===== src/rtl/ppc_pkg.sv =====
package ppc_pkg;

    localparam int MAX_VERTICES = 64;
    localparam int CNT_W = $clog2(MAX_VERTICES + 1);
    localparam int IDX_W = (MAX_VERTICES > 1) ? $clog2(MAX_VERTICES) : 1;
    localparam int OFF_W = 34;
    localparam int NUM_W = 52;
    localparam int QUO_W = 52;

    localparam logic [1:0] REG_NORMAL_X = 2'd0;
    localparam logic [1:0] REG_NORMAL_Y = 2'd1;
    localparam logic [1:0] REG_NORMAL_Z = 2'd2;
    localparam logic [1:0] REG_PLANE_D  = 2'd3;

    typedef enum logic [2:0] {
        CLS_UNKNOWN = 3'd0,
        CLS_INFRONT = 3'd1,
        CLS_BEHIND  = 3'd2,
        CLS_EXITS   = 3'd3,
        CLS_ENTERS  = 3'd4
    } cls_t;

    typedef enum logic [3:0] {
        ST_IDLE,
        ST_DOT,
        ST_EDGE,
        ST_MUL,
        ST_DIV,
        ST_WAIT,
        ST_NEXT,
        ST_OUT
    } state_t;

    typedef struct packed {
        logic                    start;
        logic signed [NUM_W-1:0] num;
        logic signed [OFF_W:0]   den;
    } div_req_t;

    typedef struct packed {
        logic                    done;
        logic signed [15:0]      quo;
    } div_rsp_t;

    function automatic cls_t classify(input logic signed [OFF_W-1:0] a,
                                      input logic signed [OFF_W-1:0] b,
                                      input cls_t prev);
        cls_t r;
        r = prev;
        if (b > 0)
        begin
            if (a > 0) r = CLS_INFRONT;
            else if (a < 0) r = CLS_ENTERS;
            else r = (prev == CLS_BEHIND) ? CLS_ENTERS : CLS_INFRONT;
        end
        else if (b < 0)
        begin
            if (a < 0) r = CLS_BEHIND;
            else if (a > 0) r = CLS_EXITS;
            else r = (prev == CLS_INFRONT) ? CLS_EXITS : CLS_BEHIND;
        end
        else if (a > 0) r = CLS_INFRONT;
        else if (a < 0) r = CLS_BEHIND;
        return r;
    endfunction

endpackage


===== src/rtl/ppc_if.sv =====
interface ppc_vertex_if;
    import ppc_pkg::*;
    logic               valid;
    logic               ready;
    logic signed [15:0] vertex_x;
    logic signed [15:0] vertex_y;
    logic signed [15:0] vertex_z;
    logic               is_last;
    modport source (output valid, vertex_x, vertex_y, vertex_z, is_last, input ready);
    modport sink (input valid, vertex_x, vertex_y, vertex_z, is_last, output ready);
    modport monitor (input valid, vertex_x, vertex_y, vertex_z, is_last, ready);
endinterface

interface ppc_result_if;
    import ppc_pkg::*;
    logic               valid;
    logic               ready;
    logic               found;
    logic [5:0]         enter_edge;
    logic [5:0]         exit_edge;
    logic signed [15:0] enter_x;
    logic signed [15:0] enter_y;
    logic signed [15:0] enter_z;
    logic signed [15:0] exit_x;
    logic signed [15:0] exit_y;
    logic signed [15:0] exit_z;
    modport source (output valid, found, enter_edge, exit_edge, enter_x, enter_y, enter_z,
                    exit_x, exit_y, exit_z, input ready);
    modport sink (input valid, found, enter_edge, exit_edge, enter_x, enter_y, enter_z,
                  exit_x, exit_y, exit_z, output ready);
    modport monitor (input valid, found, enter_edge, exit_edge, enter_x, enter_y, enter_z,
                     exit_x, exit_y, exit_z, ready);
endinterface


===== src/rtl/ppc_div.sv =====
module ppc_div
    import ppc_pkg::*;
(
    input  logic     clk,
    input  logic     rst_n,
    input  div_req_t req,
    output div_rsp_t rsp
);

    // restoring divide, one quotient bit per cycle, round half away from zero
    localparam int CW = $clog2(QUO_W + 1);

    logic               busy_reg, busy_next;
    logic [CW-1:0]      cnt_reg, cnt_next;
    logic [NUM_W:0]     n_reg, n_next;      // 2|num| + |den|
    logic [NUM_W+1:0]   rem_reg, rem_next;
    logic [NUM_W:0]     q_reg, q_next;
    logic [OFF_W+1:0]   d_reg, d_next;      // 2|den|
    logic               neg_reg, neg_next;
    logic               done_reg, done_next;

    logic [NUM_W-1:0]   un;
    logic [OFF_W:0]     ud;
    logic [NUM_W+1:0]   trial;
    logic [NUM_W:0]     qs;

    always_comb
    begin
        un = req.num[NUM_W-1] ? NUM_W'(-req.num) : NUM_W'(req.num);
        ud = req.den[OFF_W] ? (OFF_W+1)'(-req.den) : (OFF_W+1)'(req.den);
        busy_next = busy_reg;
        cnt_next  = cnt_reg;
        n_next    = n_reg;
        rem_next  = rem_reg;
        q_next    = q_reg;
        d_next    = d_reg;
        neg_next  = neg_reg;
        done_next = 1'b0;
        trial     = '0;
        if (req.start)
        begin
            busy_next = 1'b1;
            cnt_next  = CW'(NUM_W + 1);
            n_next    = {un, 1'b0} + (NUM_W+1)'(ud);
            d_next    = {ud, 1'b0};
            rem_next  = '0;
            q_next    = '0;
            neg_next  = req.num[NUM_W-1] ^ req.den[OFF_W];
        end
        else if (busy_reg)
        begin
            trial  = {rem_reg[NUM_W:0], n_reg[NUM_W]};
            n_next = {n_reg[NUM_W-1:0], 1'b0};
            if (trial >= (NUM_W+2)'(d_reg))
            begin
                rem_next = trial - (NUM_W+2)'(d_reg);
                q_next   = {q_reg[NUM_W-1:0], 1'b1};
            end
            else
            begin
                rem_next = trial;
                q_next   = {q_reg[NUM_W-1:0], 1'b0};
            end
            cnt_next = cnt_reg - 1'b1;
            if (cnt_reg == CW'(1))
            begin
                busy_next = 1'b0;
                done_next = 1'b1;
            end
        end
    end

    always_ff @(posedge clk or negedge rst_n)
    begin
        if (!rst_n)
        begin
            busy_reg <= 1'b0;
            done_reg <= 1'b0;
            cnt_reg  <= '0;
        end
        else
        begin
            busy_reg <= busy_next;
            done_reg <= done_next;
            cnt_reg  <= cnt_next;
        end
    end

    always_ff @(posedge clk)
    begin
        n_reg   <= n_next;
        rem_reg <= rem_next;
        q_reg   <= q_next;
        d_reg   <= d_next;
        neg_reg <= neg_next;
    end

    assign qs = neg_reg ? (NUM_W+1)'(-q_reg) : q_reg;
    assign rsp.done = done_reg;
    assign rsp.quo  = qs[15:0];

endmodule


===== src/rtl/polygon_plane_crossing.sv =====
// polygon_plane_crossing
// finds where one closed polygon crosses a plane given by a q1.14 normal
// and an offset; the plane is set through the write port (cfg_we, cfg_index,
// cfg_data) and is to be written by the user only while the block is idle;
// the block itself does not enforce this; vertices arrive on the vtx channel
// in order, is_last on the final one; after the last vertex one result
// request goes out on the res channel with found, the entering and exiting
// edge indices and the rounded crossing points (all zero when the polygon
// does not cross)
// a vertex is accepted, then its plane offset is formed on the shared 16x35
// multiplier, followed by its edge and bookkeeping (the first vertex of a
// polygon has no edge); a crossing edge adds, per coordinate, its products,
// a divider start and the serial divide, which is the longest step
// the last vertex also runs the closing edge and the output state, where the
// result register is loaded
// the block accepts one vertex at a time and is not ready while it works
// the result sits in an output register until taken; vertices of the next
// polygon are still accepted, and a stalled receiver only holds the block
// once the next result is ready to load
// reset clears the polygon state and loads the plane normal (0, 0, 1.0) and
// offset 0
module polygon_plane_crossing
    import ppc_pkg::*;
(
    input  logic         clk,
    input  logic         rst_n,
    input  logic         cfg_we,
    input  logic [1:0]   cfg_index,
    input  logic [31:0]  cfg_data,
    ppc_vertex_if.sink   vtx,
    ppc_result_if.source res
);

    // plane registers
    logic signed [15:0] nx_reg, ny_reg, nz_reg;
    logic signed [31:0] pd_reg;

    always_ff @(posedge clk or negedge rst_n)
    begin
        if (!rst_n)
        begin
            nx_reg <= '0;
            ny_reg <= '0;
            nz_reg <= 16'sd16384;
            pd_reg <= '0;
        end
        else if (cfg_we)
        begin
            case (cfg_index)
                REG_NORMAL_X: nx_reg <= cfg_data[15:0];
                REG_NORMAL_Y: ny_reg <= cfg_data[15:0];
                REG_NORMAL_Z: nz_reg <= cfg_data[15:0];
                REG_PLANE_D:  pd_reg <= cfg_data;
                default:      pd_reg <= pd_reg;
            endcase
        end
    end

    state_t state_reg, state_next;

    // current vertex
    logic signed [15:0]      cv_reg [3];
    logic                    last_reg;
    logic signed [OFF_W-1:0] coff_reg, coff_next;
    logic [1:0]              step_reg, step_next;
    logic [1:0]              coord_reg, coord_next;

    // polygon state
    logic signed [15:0]      fv_reg [3];
    logic signed [15:0]      pv_reg [3];
    logic signed [OFF_W-1:0] poff_reg, foff_reg;
    cls_t                    cls_reg;
    logic [CNT_W-1:0]        vcnt_reg;
    logic                    ens_reg, exs_reg;
    logic [IDX_W-1:0]        eni_reg, exi_reg;
    logic signed [15:0]      enp_reg [3];
    logic signed [15:0]      exp_reg [3];

    // edge being processed: regular edge prev -> current, closing edge
    // current -> first
    logic signed [15:0]      eo [3];
    logic signed [15:0]      ee [3];
    logic signed [15:0]      eo_c, ee_c;
    logic signed [OFF_W-1:0] ea, eb;
    logic signed [OFF_W:0]   den_w;
    logic [IDX_W-1:0]        eidx;
    cls_t                    ecls;
    logic                    closing_reg;
    logic                    isen_reg;
    logic signed [NUM_W-1:0] acc_reg, acc_next;

    // shared multiplier: 16 x 35 signed
    logic signed [15:0]      mul_a;
    logic signed [OFF_W:0]   mul_b;
    logic signed [NUM_W-1:0] mul_p;
    assign mul_p = NUM_W'(mul_a * mul_b);

    div_req_t dreq;
    div_rsp_t drsp;
    ppc_div u_div (.clk(clk), .rst_n(rst_n), .req(dreq), .rsp(drsp));

    logic                    out_valid_reg;
    logic                    found_reg;
    logic [5:0]              oen_reg, oex_reg;
    logic signed [15:0]      opt_reg [6];
    logic                    out_load;

    always_comb
    begin
        for (int i = 0; i < 3; i++)
        begin
            eo[i] = closing_reg ? cv_reg[i] : pv_reg[i];
            ee[i] = closing_reg ? fv_reg[i] : cv_reg[i];
        end
        case (coord_reg)
            2'd0:
            begin
                eo_c = eo[0];
                ee_c = ee[0];
            end
            2'd1:
            begin
                eo_c = eo[1];
                ee_c = ee[1];
            end
            default:
            begin
                eo_c = eo[2];
                ee_c = ee[2];
            end
        endcase
        ea = closing_reg ? coff_reg : poff_reg;
        eb = closing_reg ? foff_reg : coff_reg;
    end

    // regular edge runs before the count advances, closing edge after it,
    // so both take count - 1 (saturation keeps it at the top index)
    assign eidx  = IDX_W'(vcnt_reg - CNT_W'(1));
    assign den_w = (OFF_W+1)'(ea) - (OFF_W+1)'(eb);
    assign ecls  = classify(ea, eb, cls_reg);

    always_comb
    begin
        state_next = state_reg;
        step_next  = step_reg;
        coord_next = coord_reg;
        coff_next  = coff_reg;
        acc_next   = acc_reg;
        mul_a      = '0;
        mul_b      = '0;
        out_load   = 1'b0;
        case (state_reg)
            ST_IDLE:
            begin
                if (vtx.valid)
                begin
                    state_next = ST_DOT;
                    step_next  = '0;
                end
            end
            ST_DOT:
            begin
                // pd - x*nx - y*ny - z*nz, one product per step
                case (step_reg)
                    2'd0:
                    begin
                        mul_a = cv_reg[0];
                        mul_b = (OFF_W+1)'(nx_reg);
                    end
                    2'd1:
                    begin
                        mul_a = cv_reg[1];
                        mul_b = (OFF_W+1)'(ny_reg);
                    end
                    default:
                    begin
                        mul_a = cv_reg[2];
                        mul_b = (OFF_W+1)'(nz_reg);
                    end
                endcase
                if (step_reg == 2'd0)
                    coff_next = OFF_W'(pd_reg) - OFF_W'(mul_p);
                else
                    coff_next = coff_reg - OFF_W'(mul_p);
                step_next = step_reg + 2'd1;
                if (step_reg == 2'd2)
                    state_next = (vcnt_reg == '0) ? ST_NEXT : ST_EDGE;
            end
            ST_EDGE:
            begin
                // skip once both edges are known, or when no crossing;
                // an edge lying in the plane takes its origin directly
                if ((ens_reg && exs_reg) ||
                    (ecls != CLS_ENTERS && ecls != CLS_EXITS) || den_w == '0)
                    state_next = closing_reg ? ST_OUT : ST_NEXT;
                else
                begin
                    step_next  = '0;
                    coord_next = '0;
                    state_next = ST_MUL;
                end
            end
            ST_MUL:
            begin
                // a*e - b*o for one coordinate, first product then difference
                if (step_reg == 2'd0)
                begin
                    mul_a     = ee_c;
                    mul_b     = (OFF_W+1)'(ea);
                    acc_next  = mul_p;
                    step_next = 2'd1;
                end
                else
                begin
                    mul_a      = eo_c;
                    mul_b      = (OFF_W+1)'(eb);
                    acc_next   = acc_reg - mul_p;
                    state_next = ST_DIV;
                end
            end
            ST_DIV:
            begin
                state_next = ST_WAIT;
            end
            ST_WAIT:
            begin
                if (drsp.done)
                begin
                    if (coord_reg == 2'd2)
                        state_next = closing_reg ? ST_OUT : ST_NEXT;
                    else
                    begin
                        coord_next = coord_reg + 2'd1;
                        step_next  = '0;
                        state_next = ST_MUL;
                    end
                end
            end
            ST_NEXT:
            begin
                state_next = last_reg ? ST_EDGE : ST_IDLE;
            end
            ST_OUT:
            begin
                // wait for the output register to free up
                if (!out_valid_reg || res.ready)
                begin
                    out_load   = 1'b1;
                    state_next = ST_IDLE;
                end
            end
            default: state_next = ST_IDLE;
        endcase
    end

    // divider started in the cycle after the numerator is complete
    always_comb
    begin
        dreq.start = (state_reg == ST_DIV);
        dreq.num   = acc_reg;
        dreq.den   = den_w;
    end

    always_ff @(posedge clk or negedge rst_n)
    begin
        if (!rst_n)
        begin
            state_reg     <= ST_IDLE;
            step_reg      <= '0;
            coord_reg     <= '0;
            cls_reg       <= CLS_UNKNOWN;
            vcnt_reg      <= '0;
            ens_reg       <= 1'b0;
            exs_reg       <= 1'b0;
            eni_reg       <= '0;
            exi_reg       <= '0;
            closing_reg   <= 1'b0;
            isen_reg      <= 1'b0;
            out_valid_reg <= 1'b0;
            found_reg     <= 1'b0;
        end
        else
        begin
            state_reg <= state_next;
            step_reg  <= step_next;
            coord_reg <= coord_next;
            case (state_reg)
                ST_EDGE:
                begin
                    if (!(ens_reg && exs_reg))
                    begin
                        cls_reg <= ecls;
                        if (ecls == CLS_ENTERS)
                        begin
                            ens_reg  <= 1'b1;
                            eni_reg  <= eidx;
                            isen_reg <= 1'b1;
                        end
                        else if (ecls == CLS_EXITS)
                        begin
                            exs_reg  <= 1'b1;
                            exi_reg  <= eidx;
                            isen_reg <= 1'b0;
                        end
                    end
                end
                ST_NEXT:
                begin
                    if (vcnt_reg < CNT_W'(MAX_VERTICES))
                        vcnt_reg <= vcnt_reg + CNT_W'(1);
                    closing_reg <= last_reg;
                end
                ST_OUT:
                begin
                    // hand off the result and clear the polygon
                    if (out_load)
                    begin
                        found_reg   <= ens_reg && exs_reg;
                        cls_reg     <= CLS_UNKNOWN;
                        vcnt_reg    <= '0;
                        ens_reg     <= 1'b0;
                        exs_reg     <= 1'b0;
                        eni_reg     <= '0;
                        exi_reg     <= '0;
                        closing_reg <= 1'b0;
                    end
                end
                default:
                begin
                end
            endcase
            if (out_load)
                out_valid_reg <= 1'b1;
            else if (res.ready)
                out_valid_reg <= 1'b0;
        end
    end

    always_ff @(posedge clk)
    begin
        if (state_reg == ST_IDLE && vtx.valid)
        begin
            cv_reg[0] <= vtx.vertex_x;
            cv_reg[1] <= vtx.vertex_y;
            cv_reg[2] <= vtx.vertex_z;
            last_reg  <= vtx.is_last;
        end
        coff_reg <= coff_next;
        acc_reg  <= acc_next;
        // vertex bookkeeping once its regular edge is done
        if (state_reg == ST_NEXT)
        begin
            if (vcnt_reg == '0)
            begin
                for (int i = 0; i < 3; i++)
                    fv_reg[i] <= cv_reg[i];
                foff_reg <= coff_reg;
            end
            for (int i = 0; i < 3; i++)
                pv_reg[i] <= cv_reg[i];
            poff_reg <= coff_reg;
        end
        // edge in the plane carrying a crossing class: point is its origin
        if (state_reg == ST_EDGE && !(ens_reg && exs_reg) && den_w == '0)
        begin
            if (ecls == CLS_ENTERS)
            begin
                for (int i = 0; i < 3; i++)
                    enp_reg[i] <= eo[i];
            end
            else if (ecls == CLS_EXITS)
            begin
                for (int i = 0; i < 3; i++)
                    exp_reg[i] <= eo[i];
            end
        end
        if (state_reg == ST_WAIT && drsp.done)
        begin
            for (int i = 0; i < 3; i++)
            begin
                if (coord_reg == 2'(i))
                begin
                    if (isen_reg)
                        enp_reg[i] <= drsp.quo;
                    else
                        exp_reg[i] <= drsp.quo;
                end
            end
        end
        if (out_load)
        begin
            oen_reg <= (ens_reg && exs_reg) ? 6'(eni_reg) : '0;
            oex_reg <= (ens_reg && exs_reg) ? 6'(exi_reg) : '0;
            for (int i = 0; i < 3; i++)
            begin
                opt_reg[i]   <= (ens_reg && exs_reg) ? enp_reg[i] : '0;
                opt_reg[3+i] <= (ens_reg && exs_reg) ? exp_reg[i] : '0;
            end
        end
    end

    assign vtx.ready      = (state_reg == ST_IDLE);
    assign res.valid      = out_valid_reg;
    assign res.found      = found_reg;
    assign res.enter_edge = oen_reg;
    assign res.exit_edge  = oex_reg;
    assign res.enter_x    = opt_reg[0];
    assign res.enter_y    = opt_reg[1];
    assign res.enter_z    = opt_reg[2];
    assign res.exit_x     = opt_reg[3];
    assign res.exit_y     = opt_reg[4];
    assign res.exit_z     = opt_reg[5];

    // a waiting result request stays until taken
    assert property (@(posedge clk) disable iff (!rst_n)
        res.valid && !res.ready |=> res.valid && $stable(res.found))
        else $error("result request dropped while stalled");

    // results are only loaded from the output state
    assert property (@(posedge clk) disable iff (!rst_n)
        $rose(out_valid_reg) |-> $past(state_reg) == ST_OUT)
        else $error("result raised outside output state");

    // divider finishes only while the sequencer waits for it
    assert property (@(posedge clk) disable iff (!rst_n)
        drsp.done |-> state_reg == ST_WAIT)
        else $error("stray divider completion");

    // vertex count saturates
    assert property (@(posedge clk) disable iff (!rst_n)
        vcnt_reg <= CNT_W'(MAX_VERTICES))
        else $error("vertex count overflow");

endmodule


===== src/flat_wrapper.sv =====
// flat-port wrapper written by rule: the top's interface ports become plain ports
module polygon_plane_crossing_flat import ppc_pkg::*;
  (clk, rst_n, cfg_we, cfg_index, cfg_data, vtx_valid, vtx_vertex_x, vtx_vertex_y, vtx_vertex_z, vtx_is_last, vtx_ready, res_valid, res_found, res_enter_edge, res_exit_edge, res_enter_x, res_enter_y, res_enter_z, res_exit_x, res_exit_y, res_exit_z, res_ready);
  ppc_vertex_if vtx_i ();
  ppc_result_if res_i ();
  input  logic clk;
  input  logic rst_n;
  input  logic cfg_we;
  input  logic [1:0] cfg_index;
  input  logic [31:0] cfg_data;
  input wire logic [$bits(vtx_i.valid)-1:0] vtx_valid;
  input wire logic [$bits(vtx_i.vertex_x)-1:0] vtx_vertex_x;
  input wire logic [$bits(vtx_i.vertex_y)-1:0] vtx_vertex_y;
  input wire logic [$bits(vtx_i.vertex_z)-1:0] vtx_vertex_z;
  input wire logic [$bits(vtx_i.is_last)-1:0] vtx_is_last;
  output wire logic [$bits(vtx_i.ready)-1:0] vtx_ready;
  output wire logic [$bits(res_i.valid)-1:0] res_valid;
  output wire logic [$bits(res_i.found)-1:0] res_found;
  output wire logic [$bits(res_i.enter_edge)-1:0] res_enter_edge;
  output wire logic [$bits(res_i.exit_edge)-1:0] res_exit_edge;
  output wire logic [$bits(res_i.enter_x)-1:0] res_enter_x;
  output wire logic [$bits(res_i.enter_y)-1:0] res_enter_y;
  output wire logic [$bits(res_i.enter_z)-1:0] res_enter_z;
  output wire logic [$bits(res_i.exit_x)-1:0] res_exit_x;
  output wire logic [$bits(res_i.exit_y)-1:0] res_exit_y;
  output wire logic [$bits(res_i.exit_z)-1:0] res_exit_z;
  input wire logic [$bits(res_i.ready)-1:0] res_ready;
  assign vtx_i.valid = vtx_valid;
  assign vtx_i.vertex_x = vtx_vertex_x;
  assign vtx_i.vertex_y = vtx_vertex_y;
  assign vtx_i.vertex_z = vtx_vertex_z;
  assign vtx_i.is_last = vtx_is_last;
  assign vtx_ready = vtx_i.ready;
  assign res_valid = res_i.valid;
  assign res_found = res_i.found;
  assign res_enter_edge = res_i.enter_edge;
  assign res_exit_edge = res_i.exit_edge;
  assign res_enter_x = res_i.enter_x;
  assign res_enter_y = res_i.enter_y;
  assign res_enter_z = res_i.enter_z;
  assign res_exit_x = res_i.exit_x;
  assign res_exit_y = res_i.exit_y;
  assign res_exit_z = res_i.exit_z;
  assign res_i.ready = res_ready;
  polygon_plane_crossing u_core (.clk(clk), .rst_n(rst_n), .cfg_we(cfg_we), .cfg_index(cfg_index), .cfg_data(cfg_data), .vtx(vtx_i), .res(res_i));
endmodule

===== config.mk =====
export PLATFORM = sky130hd
export DESIGN_NAME = polygon_plane_crossing_flat
export DESIGN_NICKNAME = d
export VERILOG_FILES = /design/src/rtl/ppc_pkg.sv /design/src/rtl/ppc_if.sv /design/src/rtl/ppc_div.sv /design/src/rtl/polygon_plane_crossing.sv /design/src/flat_wrapper.sv
export SDC_FILE = /design/constraint.sdc
export NUM_CORES = 2
export LEC_CHECK = 0
export BUFFER_PORTS_ARGS = -buffer_cell sky130_fd_sc_hd__buf_4
export CAP_MARGIN = 20
export CORE_MARGIN = 3
export CORE_UTILIZATION = 43
export CTS_CLUSTER_SIZE = 30
export DETAILED_ROUTE_END_ITERATION = 7
export HOLD_SLACK_MARGIN = 0.15
export PLACE_DENSITY_LB_ADDON = 0.1
export SLEW_MARGIN = 10
export SYNTH_ARGS = -nofsm -noshare
export SYNTH_HDL_FRONTEND = slang
export SYNTH_SLANG_ARGS = --single-unit

===== constraint.sdc =====
create_clock -name clk -period 30.9 [get_ports clk]
set_input_delay 6.18 -clock clk [delete_from_list [all_inputs] [get_ports clk]]
set_output_delay 6.18 -clock clk [all_outputs]
set_load 0.05 [all_outputs]

==> impl_metrics.tcl <==
set metrics [dict create \
    status "complete, no violations" \
    initial_core_util_pct 43.4 \
    stdcell_count 8449 \
    die_height_microns 390 \
    worstPathRequired_ns 31.35 \
    ios 199 \
    setup_ws_ns 16.91 \
    fin_nets 7376 \
    grt_first_pass_wirelength_microns 293000 \
    busiest_layer "met2" \
    synth_nets 7269 \
    setup_viol 0 \
    met3_usage_pct 2.51 \
    clock-sinks 784 \
    rsz0062_at_grt "false" \
    clock_skew_ns 0.0396 \
    final_max_slew_viol_count 0 \
    tns_ns 0 \
    cts_setup_buffers 0 \
    hp-class "reg2reg" \
    max_freq_mhz 71.5 \
    syn_to_final_growth_pct 11.1 \
    drive_above_1_share_pct 10.7 \
    fin_crit_sh_pct 45.3 \
    grt-ovfl-total 0 \
    synth.distinct_cells 101 \
    grt_max_degree 111 \
    cts_buffers 91 \
    clk_latency_ns 0.72 \
    yosysSeqAreaShare_pct 35.1 \
    met2_usage_pct 41.5 \
    place_hpwl_microns 145000 \
    cpMostUsedCell "fa_1" \
    fp.dieArea_sq_um 152000 \
    firstDrtPassIters 6 \
    hold_viol 0 \
    fin_crit_ns 13.99 \
    synth_ff_type "edfxtp_1" \
    synth-edff-count 592 \
    yosysWarningCount 0 \
    htree_levels 3 \
    num_rows 140 \
    cts_tree "done" \
    cts-root-buf "clkbuf_16" \
    rrSetupSlack_ns 16.91 \
    grt_pass1_vias 48000 \
    drc_errors 0 \
    post_dp_cell_area_sq_um 67200 \
    drtAntennaViolNets 0 \
    worst_pin_slew_ns 1.06 \
    ys_ff_latch 784 \
    syn-instance-count 6345 \
    async_reset_ff_share_pct 15.7 \
    fillers 13900 \
    slew_headroom_pct 29.2 \
    drt_wl_total_microns 189000 \
    cp_max_fo 64 \
    grtUsageMet1_pct 33.6 \
    dp.cells 8273 \
    hold_buffers 0 \
    postSynthAreaPerCell_sq_um 10.0 \
    ctsResizeCount 0 \
    synth.cell_area_sq_um 63400 \
    stdcell_area_sq_um 70500 \
    worstPathArrival_ns 14.44 \
    max_cap_violations 0 \
    coreArea_sq_um 146000 \
    slowest_delay_ns 1.03 \
    end_kind "flip-flop" \
    start_kind "flip-flop" \
    dp_worst_setup_slack_ns 17.12 \
    die_w_microns 390 \
    wl_per_cell_microns 22.4 \
    path_class "reg2reg" \
    routabilityCongestion 0.895 \
    path_clk_slew_ns 0.06 \
    vias 47500 \
    portBuffers 198 \
    cp_slowest_cell "dfrtp_4" \
    drtIter0Drc 3619 \
    largest_reg_flops 96 \
    globalRouteTotalUtil_pct 25.0 \
    viasPerCell 5.62 \
    cts_max_path_buffers 3 \
    antenna_found_initial 5 \
]
[Yosys cell counts (109+ instances only)]
library cell	number	area (sq um)
fa_1	524	10500
and3_1	142	888
mux2i_1	168	1680
o21ai_0	255	1280
dfrtp_1	122	3050
a21o_1	109	818
a21oi_1	411	2060
clkbuf_1	234	878
nand2_1	604	2270
nor2_1	528	1980
ha_1	312	3900
xnor2_1	226	1980
mux2_2	169	1900
edfxtp_1	592	17800
xor2_1	116	1020
inv_1	678	2540
[final cells by class]
type                    count  area (sq um)  area share (%)
repair buffers            296          2230            3.17
inverters                 683          2570            3.65
clock inverters            52           816            1.16
clock buffers             120          2460            3.49
multi-input cells        4596         37700            53.6
diodes                      1          2.50         0.00355
well taps                1917          2400            3.40
flip-flops and latches    784         22200            31.6
[logic make-up (layout without fill, tap and decap cells)]
kind of cell    Yosys count  count (layout)  share of synthesized area [%]
simple gates           1781            1781                           13.1
compound gates         1297            1297                           12.9
buf+inv                 965            1151                           5.74
fa+ha+maj               838             838                           22.7
flops                   784             784                           35.1
xor+xnor                342             342                           4.72
mux                     338             338                           5.67
other cells               0               1                              0
[through the flow]
step	hold WS (ns)	util (%)
3_3_place_gp	0.480	46.0
2_1_floorplan	0.464	-
4_1_cts	0.500	48.2
6_report	0.499	48.2
3_5_place_dp	0.487	46.0
5_1_grt	0.517	48.2
[worst max-delay path: cells and delay by family (launching register included)]
kind | cells | cell delay (ns)
AOI/OAI and AO/OA | 20 | 4.54
adders and majority gates | 9 | 4.14
buffers and inverters | 7 | 1.75
and+or+nand+nor | 7 | 1.24
DFF | 1 | 1.03
muxes | 1 | 0.46
xor gates and xnor gates | 1 | 0.41
[layer usage]
metal	up-vias	wire length (microns)	part of all wire [%]
li1	22100	-	-
met1	23700	82800	44
met2	1344	89500	47
met3	309	8680	4.6
met4	0	8420	4.4
met5	-	0	0
[layout by cell type, fill, tap and decap left out, types with 23 or more instances in the layout]
master     Yosys  layout
a31oi_1       35      34
nand2_1      604     604
clkbuf_1     234      24
xnor2_1      226     226
nand2b_1      63      61
a21oi_1      411     409
nor2b_1       57      57
a22o_1        30      30
and2_1        59      58
o21ai_1       35      33
ha_1         312     311
mux2_2       169     169
or3_1         45      44
nor4_1        30      29
inv_1        678     674
a211oi_1      50      50
clkbuf_16      0      93
dfxtp_1       69      69
buf_4          0     292
o31ai_1       34      34
fa_1         524     524
o22ai_1       50      45
clkinv_2       0      23
o21ai_0      255     254
xor2_1       116     116
edfxtp_1     592     592
nor2_1       528     526
mux2i_1      168     168
a21o_1       109     109
o211ai_1      29      29
nor3_1        58      58
nand4_1       43      43
o21bai_1      44      41
and3_1       142     142
dfrtp_1      122     118
nand3_1       65      63
o21a_1        39      39
[final timing paths]
| check | cells after the start | endpoint | startpoint |
|---|---|---|---|
| setup / recovery | 45 | u_core.acc_reg[45] | u_core.closing_reg |
| hold / removal | 2 | u_core.u_div.rem_reg[2] | u_core.u_div.rem_reg[2] |
| setup reg to reg | 45 | u_core.acc_reg[45] | u_core.closing_reg |
| hold reg to reg | 2 | u_core.u_div.rem_reg[2] | u_core.u_div.rem_reg[2] |
| max in group asynchronous | 2 | u_core.u_div.busy_reg | rst_n |
| min in group asynchronous | 1 | u_core.ny_reg[9] | rst_n |
Power is left out: the tool's default activity adds up to more than one toggle a clock period on the data nets, which glitch-free logic cannot reach.
